**src/design/ifp_pkg.sv**
```systemverilog
// Shared types and constants for the IMU frame parser.
`timescale 1ns / 1ps

package ifp_pkg;

    localparam int unsigned FRAME_LEN   = 11;
    localparam int unsigned NUM_PAYLOAD = 8;
    localparam int unsigned FIRST_DATA  = 2;

    localparam logic [7:0] HDR_BYTE   = 8'h55;
    localparam logic [7:0] KIND_ACC   = 8'h51;
    localparam logic [7:0] KIND_GYRO  = 8'h52;
    localparam logic [7:0] KIND_ANGLE = 8'h53;

    localparam logic [3:0] POS_FIRST_DATA = 4'(FIRST_DATA);
    localparam logic [3:0] POS_CHECKSUM   = 4'(FRAME_LEN - 1);

    typedef enum logic [1:0] {
        PH_HUNT = 2'd0,
        PH_TYPE = 2'd1,
        PH_DATA = 2'd2
    } phase_t;

    typedef struct packed {
        logic signed [15:0] word_extra;
        logic signed [15:0] word_z;
        logic signed [15:0] word_y;
        logic signed [15:0] word_x;
        logic [1:0]         frame_kind;
    } result_t;

endpackage

```
**src/design/ifp_in_reg.sv**
```systemverilog
// Input register holding one received byte until the parser takes it.
`timescale 1ns / 1ps

module ifp_in_reg (
    input  logic       aclk,
    input  logic       aresetn,
    input  logic       s_tvalid,
    output logic       s_tready,
    input  logic [7:0] s_tdata,
    input  logic       take,
    output logic       byte_valid,
    output logic [7:0] byte_data
);
    import ifp_pkg::*;

    logic       valid_reg, valid_next;
    logic [7:0] data_reg;

    assign s_tready   = !valid_reg || take;
    assign byte_valid = valid_reg;
    assign byte_data  = data_reg;

    always_comb begin
        valid_next = valid_reg;
        if (s_tready) begin
            valid_next = s_tvalid;
        end
    end

    always_ff @(posedge aclk) begin
        if (!aresetn) begin
            valid_reg <= 1'b0;
        end else begin
            valid_reg <= valid_next;
        end
    end

    always_ff @(posedge aclk) begin
        if (s_tvalid && s_tready) begin
            data_reg <= s_tdata;
        end
    end

endmodule

```
**src/design/ifp_parser.sv**
```systemverilog
// Frame state machine, running checksum, payload bytes and type filter.
`timescale 1ns / 1ps

module ifp_parser (
    input  logic             aclk,
    input  logic             aresetn,
    input  logic             cfg_valid,
    input  logic [7:0]       cfg_data,
    input  logic             take,
    input  logic [7:0]       byte_data,
    output logic             res_valid,
    output ifp_pkg::result_t res
);
    import ifp_pkg::*;

    phase_t     phase_reg, phase_next;
    logic [3:0] pos_reg, pos_next;
    logic [1:0] kind_reg, kind_next;
    logic [7:0] sum_reg, sum_next;
    logic [7:0] filter_reg;
    logic [7:0] payload_reg [NUM_PAYLOAD];
    logic [2:0] wr_idx;
    logic       wr_en;
    logic       type_ok;
    logic       hit;

    assign type_ok = (byte_data == KIND_ACC) || (byte_data == KIND_GYRO)
                     || (byte_data == KIND_ANGLE);
    assign wr_idx  = 3'(pos_reg - POS_FIRST_DATA);

    always_comb begin
        phase_next = phase_reg;
        pos_next   = pos_reg;
        kind_next  = kind_reg;
        sum_next   = sum_reg;
        wr_en      = 1'b0;
        hit        = 1'b0;
        unique case (phase_reg)
            PH_TYPE: begin
                if (type_ok && (filter_reg == 8'd0 || byte_data == filter_reg)) begin
                    kind_next  = 2'(byte_data - KIND_ACC);
                    sum_next   = sum_reg + byte_data;
                    pos_next   = POS_FIRST_DATA;
                    phase_next = PH_DATA;
                end else begin
                    phase_next = PH_HUNT;
                end
            end
            PH_DATA: begin
                if (pos_reg >= POS_CHECKSUM) begin
                    phase_next = PH_HUNT;
                    pos_next   = 4'd0;
                    hit        = (byte_data == sum_reg);
                end else begin
                    wr_en    = 1'b1;
                    sum_next = sum_reg + byte_data;
                    pos_next = pos_reg + 4'd1;
                end
            end
            default: begin
                phase_next = PH_HUNT;
                if (byte_data == HDR_BYTE) begin
                    sum_next   = byte_data;
                    pos_next   = 4'd1;
                    phase_next = PH_TYPE;
                end
            end
        endcase
    end

    assign res_valid      = take && hit;
    assign res.frame_kind = kind_reg;
    assign res.word_x     = {payload_reg[1], payload_reg[0]};
    assign res.word_y     = {payload_reg[3], payload_reg[2]};
    assign res.word_z     = {payload_reg[5], payload_reg[4]};
    assign res.word_extra = {payload_reg[7], payload_reg[6]};

    always_ff @(posedge aclk) begin
        if (!aresetn) begin
            phase_reg  <= PH_HUNT;
            pos_reg    <= 4'd0;
            kind_reg   <= 2'd0;
            sum_reg    <= 8'd0;
            filter_reg <= 8'd0;
        end else begin
            if (take) begin
                phase_reg <= phase_next;
                pos_reg   <= pos_next;
                kind_reg  <= kind_next;
                sum_reg   <= sum_next;
            end
            if (cfg_valid) begin
                filter_reg <= cfg_data;
            end
        end
    end

    always_ff @(posedge aclk) begin
        if (take && wr_en) begin
            payload_reg[wr_idx] <= byte_data;
        end
    end

    a_hit_at_checksum: assert property (@(posedge aclk) disable iff (!aresetn)
        res_valid |-> (phase_reg == PH_DATA) && (pos_reg == POS_CHECKSUM))
        else $error("result outside checksum byte");

    a_data_pos_range: assert property (@(posedge aclk) disable iff (!aresetn)
        (phase_reg == PH_DATA) |-> (pos_reg >= POS_FIRST_DATA) && (pos_reg <= POS_CHECKSUM))
        else $error("byte position out of frame");

    a_type_after_hdr: assert property (@(posedge aclk) disable iff (!aresetn)
        (phase_reg == PH_TYPE) |-> (sum_reg == HDR_BYTE) && (pos_reg == 4'd1))
        else $error("type phase without header");

endmodule

```
**src/design/ifp_out_reg.sv**
```systemverilog
// Result register toward the output stream.
`timescale 1ns / 1ps

module ifp_out_reg (
    input  logic             aclk,
    input  logic             aresetn,
    input  logic             load,
    input  ifp_pkg::result_t res,
    output logic             free,
    output logic             m_tvalid,
    input  logic             m_tready,
    output ifp_pkg::result_t res_out
);
    import ifp_pkg::*;

    logic    valid_reg, valid_next;
    result_t res_reg;

    assign free     = !valid_reg || m_tready;
    assign m_tvalid = valid_reg;
    assign res_out  = res_reg;

    always_comb begin
        valid_next = valid_reg;
        if (load) begin
            valid_next = 1'b1;
        end else if (m_tready) begin
            valid_next = 1'b0;
        end
    end

    always_ff @(posedge aclk) begin
        if (!aresetn) begin
            valid_reg <= 1'b0;
        end else begin
            valid_reg <= valid_next;
        end
    end

    always_ff @(posedge aclk) begin
        if (load) begin
            res_reg <= res;
        end
    end

endmodule

```
**src/design/imu_frame_parser.sv**
```systemverilog
// Top level of the IMU frame parser: byte stream in, decoded frames out.
//
// Takes one serial byte per cycle and finds 11-byte frames (header 0x55, type
// 0x51/0x52/0x53, eight data bytes, sum checksum). A good frame gives one
// output item with its kind and four signed little-endian words; a bad or
// filtered frame gives nothing. Sustained rate is one byte per cycle while the
// output is not stalled, as the phase, position and running-sum registers
// update for each byte. m_tvalid rises after the checksum byte is accepted: the
// byte sits in the input register, then the result register loads.
// While a result waits with m_tready low, the input stalls.
// type_filter 0 passes every kind.
`timescale 1ns / 1ps

module imu_frame_parser (
    input  logic        aclk,
    input  logic        aresetn,
    input  logic        cfg_valid,
    output logic        cfg_ready,
    input  logic [7:0]  cfg_data,    // type_filter
    input  logic        s_tvalid,
    output logic        s_tready,
    input  logic [7:0]  s_tdata,     // rx_byte
    output logic        m_tvalid,
    input  logic        m_tready,
    output logic [63:0] m_tdata,     // word_x, word_y, word_z, word_extra
    output logic [1:0]  m_tuser      // frame_kind
);
    import ifp_pkg::*;

    logic       byte_valid;
    logic [7:0] byte_data;
    logic       take;
    logic       out_free;
    logic       res_valid;
    result_t    res;
    result_t    res_out;

    assign cfg_ready = 1'b1;
    assign take      = byte_valid && out_free;

    ifp_in_reg u_in (
        .aclk       (aclk),
        .aresetn    (aresetn),
        .s_tvalid   (s_tvalid),
        .s_tready   (s_tready),
        .s_tdata    (s_tdata),
        .take       (take),
        .byte_valid (byte_valid),
        .byte_data  (byte_data)
    );

    ifp_parser u_parser (
        .aclk      (aclk),
        .aresetn   (aresetn),
        .cfg_valid (cfg_valid),
        .cfg_data  (cfg_data),
        .take      (take),
        .byte_data (byte_data),
        .res_valid (res_valid),
        .res       (res)
    );

    ifp_out_reg u_out (
        .aclk     (aclk),
        .aresetn  (aresetn),
        .load     (res_valid),
        .res      (res),
        .free     (out_free),
        .m_tvalid (m_tvalid),
        .m_tready (m_tready),
        .res_out  (res_out)
    );

    assign m_tuser = res_out.frame_kind;
    assign m_tdata = {res_out.word_extra, res_out.word_z, res_out.word_y, res_out.word_x};

endmodule
```
**config.mk**
```make
export PLATFORM = sky130hd
export DESIGN_NAME = imu_frame_parser
export DESIGN_NICKNAME = d
export VERILOG_FILES = /design/src/design/ifp_pkg.sv /design/src/design/ifp_in_reg.sv /design/src/design/ifp_parser.sv /design/src/design/ifp_out_reg.sv /design/src/design/imu_frame_parser.sv
export SDC_FILE = /design/constraint.sdc
export NUM_CORES = 1
export LEC_CHECK = 0
export ABC_AREA = 1
export BUFFER_PORTS_ARGS = -buffer_cell sky130_fd_sc_hd__buf_4
export CORE_MARGIN = 8
export CORE_UTILIZATION = 25
export DETAILED_ROUTE_END_ITERATION = 10
export HOLD_SLACK_MARGIN = 0.03
export PLACE_DENSITY = 0.53
export SLEW_MARGIN = 5
export SYNTH_ARGS = -nofsm -noshare
export SYNTH_HDL_FRONTEND = slang
export SYNTH_SLANG_ARGS = --single-unit
export TNS_END_PERCENT = 10
```
**constraint.sdc**
```tcl
create_clock -name aclk -period 10.3 [get_ports aclk]
set_input_delay 1.03 -clock aclk [delete_from_list [all_inputs] [get_ports aclk]]
set_output_delay 1.03 -clock aclk [all_outputs]
set_load 0.02 [all_outputs]
```
# Word level (Yosys, flattened, before mapping)
# Memory sizes are Yosys's and may differ from the RTL's. A register that Yosys moved wholly into a read port is not among the register bits.
# Index checks and enable logic that the tools add are counted.
# W data, S select, Z words.
[totals]
register_bits = 36
ram_bits = 64
elab_cells = 65
memories = 1
[memory_table]
columns = ["memory", "words", "width", "rd", "rd_ports_with_merged_regs", "write_ports", "line", "rtl"]
rows = [
  ["u_parser.payload_reg", 8, 8, 8, 8, 1, "ifp_parser.sv:21", "logic [7:0] payload_reg [NUM_PAYLOAD];"],
]
[classes]
addsub = 4
n_lt_le_gt_ge = 1
eq_ne = 11
mux = 20
reduce_logical = 19
[ops]
columns = ["op", "n"]
rows = [
  ["$eq A8 B7 Y1 const B", 4],
  ["$mux W8", 3],
  ["$eq A8 B8 Y1", 2],
  ["$pmux W8 S2", 1],
  ["$mux W4", 3],
  ["$mux W1", 9],
  ["$add A8 B8 Y8", 1],
  ["$logic_not A8 Y1", 1],
  ["$pmux W4 S2", 1],
  ["$reduce_and A3 Y1", 2],
  ["$logic_and A1 B1 Y1", 5],
  ["$logic_or A1 B1 Y1", 5],
  ["$add A4 B1 Y4 const B", 1],
  ["$ge A4 B4 Y1 const B", 1],
  ["$mux W2", 2],
  ["$ne A2 B1 Y1 const B", 2],
  ["$pmux W2 S2", 1],
  ["$reduce_and A4 Y1", 1],
  ["$reduce_bool A3 Y1", 1],
  ["$sub A3 B2 Y3 const B", 1],
  ["$eq A2 B1 Y1 const B", 1],
  ["$eq A2 B2 Y1 const B", 1],
  ["$logic_not A1 Y1", 2],
  ["$ne A2 B2 Y1 const B", 1],
  ["3 further kinds", 3],
]

# Logic depth before layout (Yosys ltp)
# Gate-level depths: netlist (run 1).
[depth]
ltp_word = 6
mapped_depth = 14
ltp_nobuf = 13

# Modules after synthesis
# A second synthesis (run 1) with hierarchy kept.
[unflattened]
cells_unflattened = 436
hier_area_um2 = 6079.6
[modules_own_cells]
columns = ["mod", "n_inst", "cells_each", "area_per_inst_um2", "seq_area_each_um2"]
rows = [
  ["ifp_parser", 1, 345, 3741.1, 2402.3],
  ["ifp_out_reg", 1, 72, 2028.2, 2001.9],
  ["ifp_in_reg", 1, 15, 291.5, 260.2],
  ["imu_frame_parser", 1, 4, 18.8, 0.0],
]

# Least setup slack after synthesis (run 1)
# OpenSTA, ideal clock, no wires.
[synth_path]
path_type = "input to register"
from = "in m_tready"
to = "reg, netlist name m_tdata[0]"
arrival_ns = 2.991
required_ns = 9.880
slack_ns = 6.889
path_stages = 7
cell_sequence = "nor2_1 > inv_1 > nand2_1 > inv_1 > nand3_1 > or2_2 > inv_1"
[synth_between]
elab_chain_len = 3
[synth_lines]
columns = ["item", "line", "rtl"]
rows = [
  ["start: declaration", "imu_frame_parser.sv:24", "input logic m_tready,"],
  ["$logic_or A1 B1 Y1", "ifp_out_reg.sv:19", "assign free = !valid_reg || m_tready;"],
  ["$logic_and A1 B1 Y1", "imu_frame_parser.sv:39", "assign take = byte_valid && out_free;"],
  ["$logic_and A1 B1 Y1", "ifp_parser.sv:71", "assign res_valid = take && hit;"],
  ["named net res_valid", "imu_frame_parser.sv:34", "logic res_valid;"],
]
# The timed path passes the listed nets, and every way through them passes these cells.
# A chain may end at the register's enable or synchronous reset.

# Final worst setup path (run 1)
[layout_path]
from = "reg u_in.data_reg[6], in the netlist u_in.byte_data[6]"
to = "reg, netlist name m_tdata[37]"
[layout_between]
elab_chain_len = 4
[layout_lines]
columns = ["item", "line", "rtl"]
rows = [
  ["start: declaration", "ifp_in_reg.sv:17", "logic [7:0] data_reg;"],
  ["start signal: assignment", "ifp_in_reg.sv:40", "data_reg <= s_tdata;"],
  ["$eq A8 B8 Y1", "ifp_parser.sv:53", "hit = (byte_data == sum_reg);"],
  ["$mux W1", "ifp_parser.sv:50", "if (pos_reg >= POS_CHECKSUM) begin"],
  ["$mux W1", "ifp_parser.sv:38", "unique case (phase_reg)"],
  ["$logic_and A1 B1 Y1", "ifp_parser.sv:71", ""],
  ["named net res_valid", "imu_frame_parser.sv:34", ""],
]
# The timed path passes the listed nets, and every way through them passes these cells.

==> results of run 1 <==
## report_power, final
part | internal, uW | switching, uW
logic | 22.6 | 37.9
registers | 722 | 12.4
clock network | 311 | 260
total | 1060 | 310
## cells by family (layout without fill, tap and decap cells)
kind of cell               Yosys count  in the layout
and+or+nand+nor                    162            162
DFF                                164            164
AOI/OAI and AO/OA                   37             37
buffers and inverters               58            174
adders and majority gates           15             15
xor gates and xnor gates             8              8
other                                1              1
## worst max-delay path: cells and delay by family (launching register included)
family	cells	cell delay, ns
buffers and inverters	3	0.76
DFF	1	0.64
and+or+nand+nor	4	0.82
adders and majority gates	1	0.45
## routing by layer
layer	routed length (um)	global-route usage	vias to the layer above
met5	0	0	-
met4	170	0.03261	0
met3	874	0.03082	13
met2	6450	0.1538	86
met1	6381	0.1204	1675
li1	-	-	1755
## through the flow
step | std cells | hold slack (ns) | total power (uW) | instance area, um^2
2_1_floorplan | 445 | 0.4003 | 785.0 | 6083
3_3_place_gp | 853 | 0.4096 | 808.3 | 7126
3_5_place_dp | 853 | 0.4045 | 808.7 | 7126
4_1_cts | 885 | 0.4195 | 1377 | 7662
5_1_grt | 885 | 0.4241 | 1412 | 7662
6_report | 885 | 0.4183 | 1366 | 7662
## synthesized netlist by cell type, drive strengths merged, types with 2 or more instances
master,number,area (um^2)
edfxtp,138,4144
nand2,75,294.0
inv,50,187.7
nor2,46,172.7
dfxtp,26,520.5
o21ai,17,88.83
nand3,16,92.59
a21oi,15,75.07
ha,14,175.2
nand4,11,68.82
nor3,7,40.04
xnor2,6,52.55
buf,5,38.78
or2,5,31.28
clkbuf,2,7.510
nor4,2,12.51
xor2,2,17.52
## worst min-delay path by stage
stage	slack (ns)	from	to
floorplan	0.40	u_parser.payload_reg[0][0]	m_tdata[0]
global placement	0.41	u_parser.payload_reg[2][3]	m_tdata[19]
detailed placement	0.40	u_parser.payload_reg[2][7]	m_tdata[23]
CTS	0.42	u_parser.payload_reg[2][7]	m_tdata[23]
global route	0.42	u_parser.payload_reg[7][7]	m_tdata[63]
finish	0.42	u_parser.payload_reg[2][7]	m_tdata[23]
## final cells by class
cell class,instances,share of cell area
multi-input cells,223,0.1541
clock buffers,19,0.05650
clock inverters,13,0.01355
well taps,324,0.05291
repair buffers,91,0.08916
flip-flops and latches,164,0.6088
inverters,51,0.02498
==> summary.md, run 1 <==
| Metric | Value |
|---|---|
| Crit path launch type | flip-flop |
| DRT antenna net count | 0 |
| Finished Core Util | 0.3179 |
| Num rows | 57 |
| Setup WS pre-CTS | 7.159 ns |
| Fill count | 2426 |
| Max IR drop VDD | 0.08858 mV |
| Max Freq | 322.6 MHz |
| Max-Cap Viols | 0 |
| Crit path to | m_tdata[37] |
| Post-CTS sizing | 0 |
| Synth-to-layout area growth | 25.96% |
| Vias per inst | 3.988 |
| WS Path Type | flip-flop to flip-flop |
| Post-Synthesis Cells | 445 |
| RSZ-0062 raised after global routing | no |
| Layout cells sized above 1 | 0.2371 |
| H-tree depth | 4 |
| Setup bufs post-CTS | 0 |
| DRC errors left | 0 |
| IO buf count | 88 |
| CP Cell Sequence | ha_1 -> inv_1 -> nand3_1 -> nor4_1 -> nand3_1 -> or2_2 -> inv_2 -> buf_4 |
| Core ar. | 24110 um^2 |
| Final Skew | 0.01403 ns |
| First-pass GRT wire length | 21.08 mm |
| Initial Util | 0.2524 |
| Crit-path slowest cell | edfxtp_1 |
| Compound-Gate Fraction of Synth Area | 0.03291 |
| Clock buffer depth | 2 |
| Final slew viol count | 0 |
| Crit. Startpoint | u_in.byte_data[6] |
| Proportion of synthesized area in mux cells | 0 |
| Top FF cell, synth | edfxtp_1 |
| Flops & latches, synth | 164 |
| Synth Area in Adders | 0.03209 |
| Synth Area per Inst | 13.67 um^2 |
| FF-to-FF setup slack | 7.20 ns |
| PnR worst setup slack | 7.200 ns |
| Worst min-delay path category | flip-flop to flip-flop |
| Status | completed |
| Die X | 172.0 um |
| Die height | 172.0 um |
| PD cells | 178.3 nW/um^2 |
| GP Congestion | 0.8530 |
| Reg clk slew, reported paths | 0.06 ns |
| Number of synthesized flops with an enable pin | 138 |
| Syn_nets | 481 |
| # nets final | 584 |
| Worst skew pair latency | 0.42 ns |
| Most common cell after layout, fill and taps aside | edfxtp_1 |
| Rel. slew slack | 0.2776 |
| Total area of sequential cells | 4664 um^2 |
| Tot GR Track Use | 0.09586 |
| DRT Pass-1 Iters | 4 |
| Area of the die | 29580 um^2 |
| Ports | 90 |
| Largest family of logic cells by synthesized area | simple AND/OR/NAND/NOR gates |
| Largest net degree at the start of global routing | 67 |
| Diodes inserted | 0 |
| Fraction of registers with async set/reset | 0 |
| Most frequent cells in the layout | 138 x edfxtp_1, 91 x buf_4, 72 x nand2_1 |
| Worst r2r dst | m_tdata[37] |
| CTS tree | built |
| Sequential-to-total area share from yosys stat | 0.7668 |
| Tmin final | 3.100 ns |
| Cell mode on critical path | nand3_1 |
| Reg2reg path depth | 8 |
| TNS Setup | 0 ns |
| Vias in the first global route | 3607 |
| Simple-gate share of the synthesized area | 0.1170 |
| Critical path peak fanout | 66 |
| Critical path required time | 10.35 ns |
| Worst slew pin tran | 1.075 ns |
| CP endpoint kind | flip-flop |
| Hold Crit Depth | 0 |
| Arr. time, crit path | 3.15 ns |
| Dpl hpwl | 10.07 mm |
| Final Cycle Share | 0.3010 |
| Leak Pwr | 0.002882 uW |
| DR WL/cell | 15.68 um |
| CTS root buf | clkbuf_16 |
| Synth Area in XOR/XNOR | 0.01152 |
| Drt total wl | 13.88 mm |
| Final Hold Fails | 0 |
| # setup viols final | 0 |
| Area of the multi-input gates | 1181 um^2 |
| Total number of vias | 3529 |
| Initial antenna violation count | 0 |
| Post-Syn Area | 6083 um^2 |
| CTS sink cnt | 164 |
| Detailed Route Iter0 Violations | 247 |
| Worst R2R Start | u_in.byte_data[6] |
| CP max stage delay | 0.64 ns |
| Synth cell types | 35 |
| Hold Buf Count CTS | 0 |
| Num CTS Buffers | 17 |
| GRT overflow | 0 |
| Synth warn | 0 |
No activity file was read; power rests on OpenSTA's default activity.
==> run 2: changes to the inputs <==
--- a/config.mk
+++ b/config.mk
@@ -11,7 +11,7 @@
 export CORE_UTILIZATION = 25
 export DETAILED_ROUTE_END_ITERATION = 10
 export HOLD_SLACK_MARGIN = 0.03
-export PLACE_DENSITY = 0.53
+export PLACE_DENSITY = 0.55
 export SLEW_MARGIN = 5
 export SYNTH_ARGS = -nofsm -noshare
 export SYNTH_HDL_FRONTEND = slang
==> constraint.sdc (replaced) <==
create_clock -name aclk -period 2.6 [get_ports aclk]
set_input_delay 0.26 -clock aclk [delete_from_list [all_inputs] [get_ports aclk]]
set_output_delay 0.26 -clock aclk [all_outputs]
set_load 0.02 [all_outputs]
==> summary.md, run 2 (same netlist as run 1, synthesis figures left out) <==
| Metric | Value |
|---|---|
| FF-to-FF setup slack | 0.33 ns (was 7.20 ns) |
| Gr busiest metal | met2 (unchanged) |
| Final slew viol count | 0 (unchanged) |
| Max IR drop VDD | 0.3521 mV (was 0.08858 mV) |
| Reg2reg path depth | 8 (unchanged) |
| PD cells | 705.2 nW/um^2 (was 178.3 nW/um^2) |
| Overall Power | 5657 uW (was 1366 uW) |
| Area of the die | 29580 um^2 (unchanged) |
| Setup bufs post-CTS | 0 (unchanged) |
| Worst skew pair latency | 0.42 ns (about the same) |
| Critical path peak fanout | 33 (was 66) |
| Drt total wl | 13.28 mm (was 13.88 mm) |
| Leak Pwr | 0.003042 uW (was 0.002882 uW) |
| Arr. time, crit path | 2.39 ns (was 3.15 ns) |
| CTS sink cnt | 164 (unchanged) |
| # nets final | 609 (was 584) |
| Cell mode on critical path | nand3_1 (unchanged) |
| Vias in the first global route | 3484 (was 3607) |
| Post-CTS sizing | 0 (unchanged) |
| WS Path Type | flip-flop to flip-flop (unchanged) |
| Layout cells sized above 1 | 0.2696 (was 0.2371) |
| CP endpoint kind | flip-flop (unchanged) |
| Core ar. | 24110 um^2 (unchanged) |
| Final instance area | 8023 um^2 (was 7662 um^2) |
| Initial antenna violation count | 0 (unchanged) |
| Worst r2r dst | m_tdata[14] (was m_tdata[37]) |
| Max Freq | 439.7 MHz (was 322.6 MHz) |
| Setup WS pre-CTS | 0.3396 ns (was 7.159 ns) |
| Final Skew | 0.01180 ns (was 0.01403 ns) |
| GP Congestion | 0.8876 (was 0.8530) |
| Tot GR Track Use | 0.09119 (was 0.09586) |
| Status | completed (unchanged) |
| Initial Util | 0.2524 (unchanged) |
| Largest net degree at the start of global routing | 34 (was 67) |
| Met2 Usage GRT | 0.1481 (was 0.1538) |
| H-tree depth | 4 (unchanged) |
| DR WL/cell | 14.59 um (was 15.68 um) |
| Synth-to-layout area growth | 31.88% (was 25.96%) |
| CP max stage delay | 0.39 ns (was 0.64 ns) |
| Hold_sp | cfg_data[3] (was u_parser.payload_reg[2][7]) |
| DRT Pass-1 Iters | 4 (unchanged) |
| Met1 usage | 0.1106 (was 0.1204) |
| CTS tree | built (unchanged) |
| Met3 Usage GRT | 0.02489 (was 0.03082) |
| Diodes inserted | 0 (unchanged) |
| Placed Area | 7332 um^2 (was 7126 um^2) |
| Most frequent cells in the layout | 138 x edfxtp_1, 106 x buf_4, 72 x nand2_1 (was 138 x edfxtp_1, 91 x buf_4, 72 x nand2_1) |
| DRT antenna net count | 0 (unchanged) |
| Fill count | 2395 (was 2426) |
| Non-Filler Instances | 910 (was 885) |
| Detailed Route Iter0 Violations | 247 (unchanged) |
| Total area of sequential cells | 4664 um^2 (unchanged) |
| Ports | 90 (unchanged) |
| CTS root buf | clkbuf_16 (unchanged) |
| Worst R2R Start | u_in.byte_data[6] (unchanged) |
| Most common cell after layout, fill and taps aside | edfxtp_1 (unchanged) |
| Dpl hpwl | 9.296 mm (was 10.07 mm) |
| CP Cell Sequence | ha_1 -> inv_1 -> nand3_1 -> nor4_1 -> nand3_1 -> or2_2 -> clkinvlp_4 -> buf_12 (was ha_1 -> inv_1 -> nand3_1 -> nor4_1 -> nand3_1 -> or2_2 -> inv_2 -> buf_4) |
| First-pass GRT wire length | 19.64 mm (was 21.08 mm) |
| TNS Setup | 0 ns (unchanged) |
| Num rows | 57 (unchanged) |
| Clock buffer depth | 2 (unchanged) |
| Die height | 172.0 um (unchanged) |
| Final Cycle Share | 0.8746 (was 0.3010) |
| Num CTS Buffers | 17 (unchanged) |
| Reg clk slew, reported paths | 0.07 ns (was 0.06 ns) |
| CP Buf/Inv Count | 3 (unchanged) |
| Area of the multi-input gates | 1231 um^2 (was 1181 um^2) |
| # setup viols final | 0 (unchanged) |
| Worst min-delay path category | input port to flip-flop (was flip-flop to flip-flop) |
| Critical path required time | 2.72 ns (was 10.35 ns) |
| Top delay family on crit path | simple AND/OR/NAND/NOR gates (unchanged) |
| Max-Cap Viols | 0 (unchanged) |
| Die X | 172.0 um (unchanged) |
| Hold Crit Depth | 3 (was 0) |
| Tmin final | 2.274 ns (was 3.100 ns) |
| GRT overflow | 0 (unchanged) |
| IO buf count | 88 (unchanged) |
| DRC errors left | 0 (unchanged) |
| Crit-path slowest cell | edfxtp_1 (unchanged) |
| Final Hold Fails | 0 (unchanged) |
| RSZ-0062 raised after global routing | no (unchanged) |
| Hold endpoint | u_parser.filter_reg[3] (was m_tdata[23]) |
| Vias per inst | 3.968 (was 3.988) |
| Crit path launch type | flip-flop (unchanged) |
| Hold Buf Count CTS | 8 (was 0) |
| PnR worst setup slack | 0.3259 ns (was 7.200 ns) |
| Cells after DPL | 870 (was 853) |
| Total number of vias | 3611 (was 3529) |
-- run 2: cell count changes in the layout (fill, tap and decap cells not counted), sizes merged --
cell	delta
clkbuf	-2
buf	+17
dlygate4sd3	+8
clkinv	+4
inv	+1
clkinvlp	-3
-- run 2: routing by layer --
layer	part of all wire	vias up
met5	0	-
met4	0.021	0
met3	0.062	17
met2	0.48	97
met1	0.43	1699
li1	-	1798
-- run 2: stage by stage --
stage | util | hold WS (ns)
detailed placement | 0.3042 | 0.4045
finish | 0.3328 | 0.05770
global placement | 0.3042 | 0.4008
CTS | 0.3328 | 0.03350
global route | 0.3328 | 0.05286
floorplan | - | 0.3589
-- run 2: worst max-delay path by stage --
stage / from / cells after the start / endpoint
floorplan: u_in.byte_data[6] / 7 / m_tdata[0]
global placement: u_in.byte_data[5] / 8 / m_tdata[19]
detailed placement: u_in.byte_data[5] / 8 / m_tdata[36]
CTS: u_in.byte_data[5] / 8 / m_tdata[14]
global route: u_in.byte_data[6] / 8 / m_tdata[14]
finish: u_in.byte_data[6] / 8 / m_tdata[14]
-- run 2: area by class of cell --
class	count	area share
inverters	51	0.02433
multi-input cells	223	0.1535
well taps	324	0.05053
clock inverters	15	0.02308
flip-flops and latches	164	0.5814
repair buffers	116	0.1142
clock buffers	17	0.05303
-- run 2: worst reg2reg max path: stages, from the launching register on --
cell and delay, ns:
edfxtp_1 0.39, ha_1 0.34, inv_1 0.09, nand3_1 0.08
nor4_1 0.19, nand3_1 0.12, or2_2 0.33, clkinvlp_4 0.20
buf_12 0.23
-- run 2: power breakdown --
part	internal (uW)	leakage, uW	switching [uW]
registers	2860	0.00146	21.8
clock network	1310	0.000292	1180
logic	116	0.00129	179
total	4280	0.00304	1380
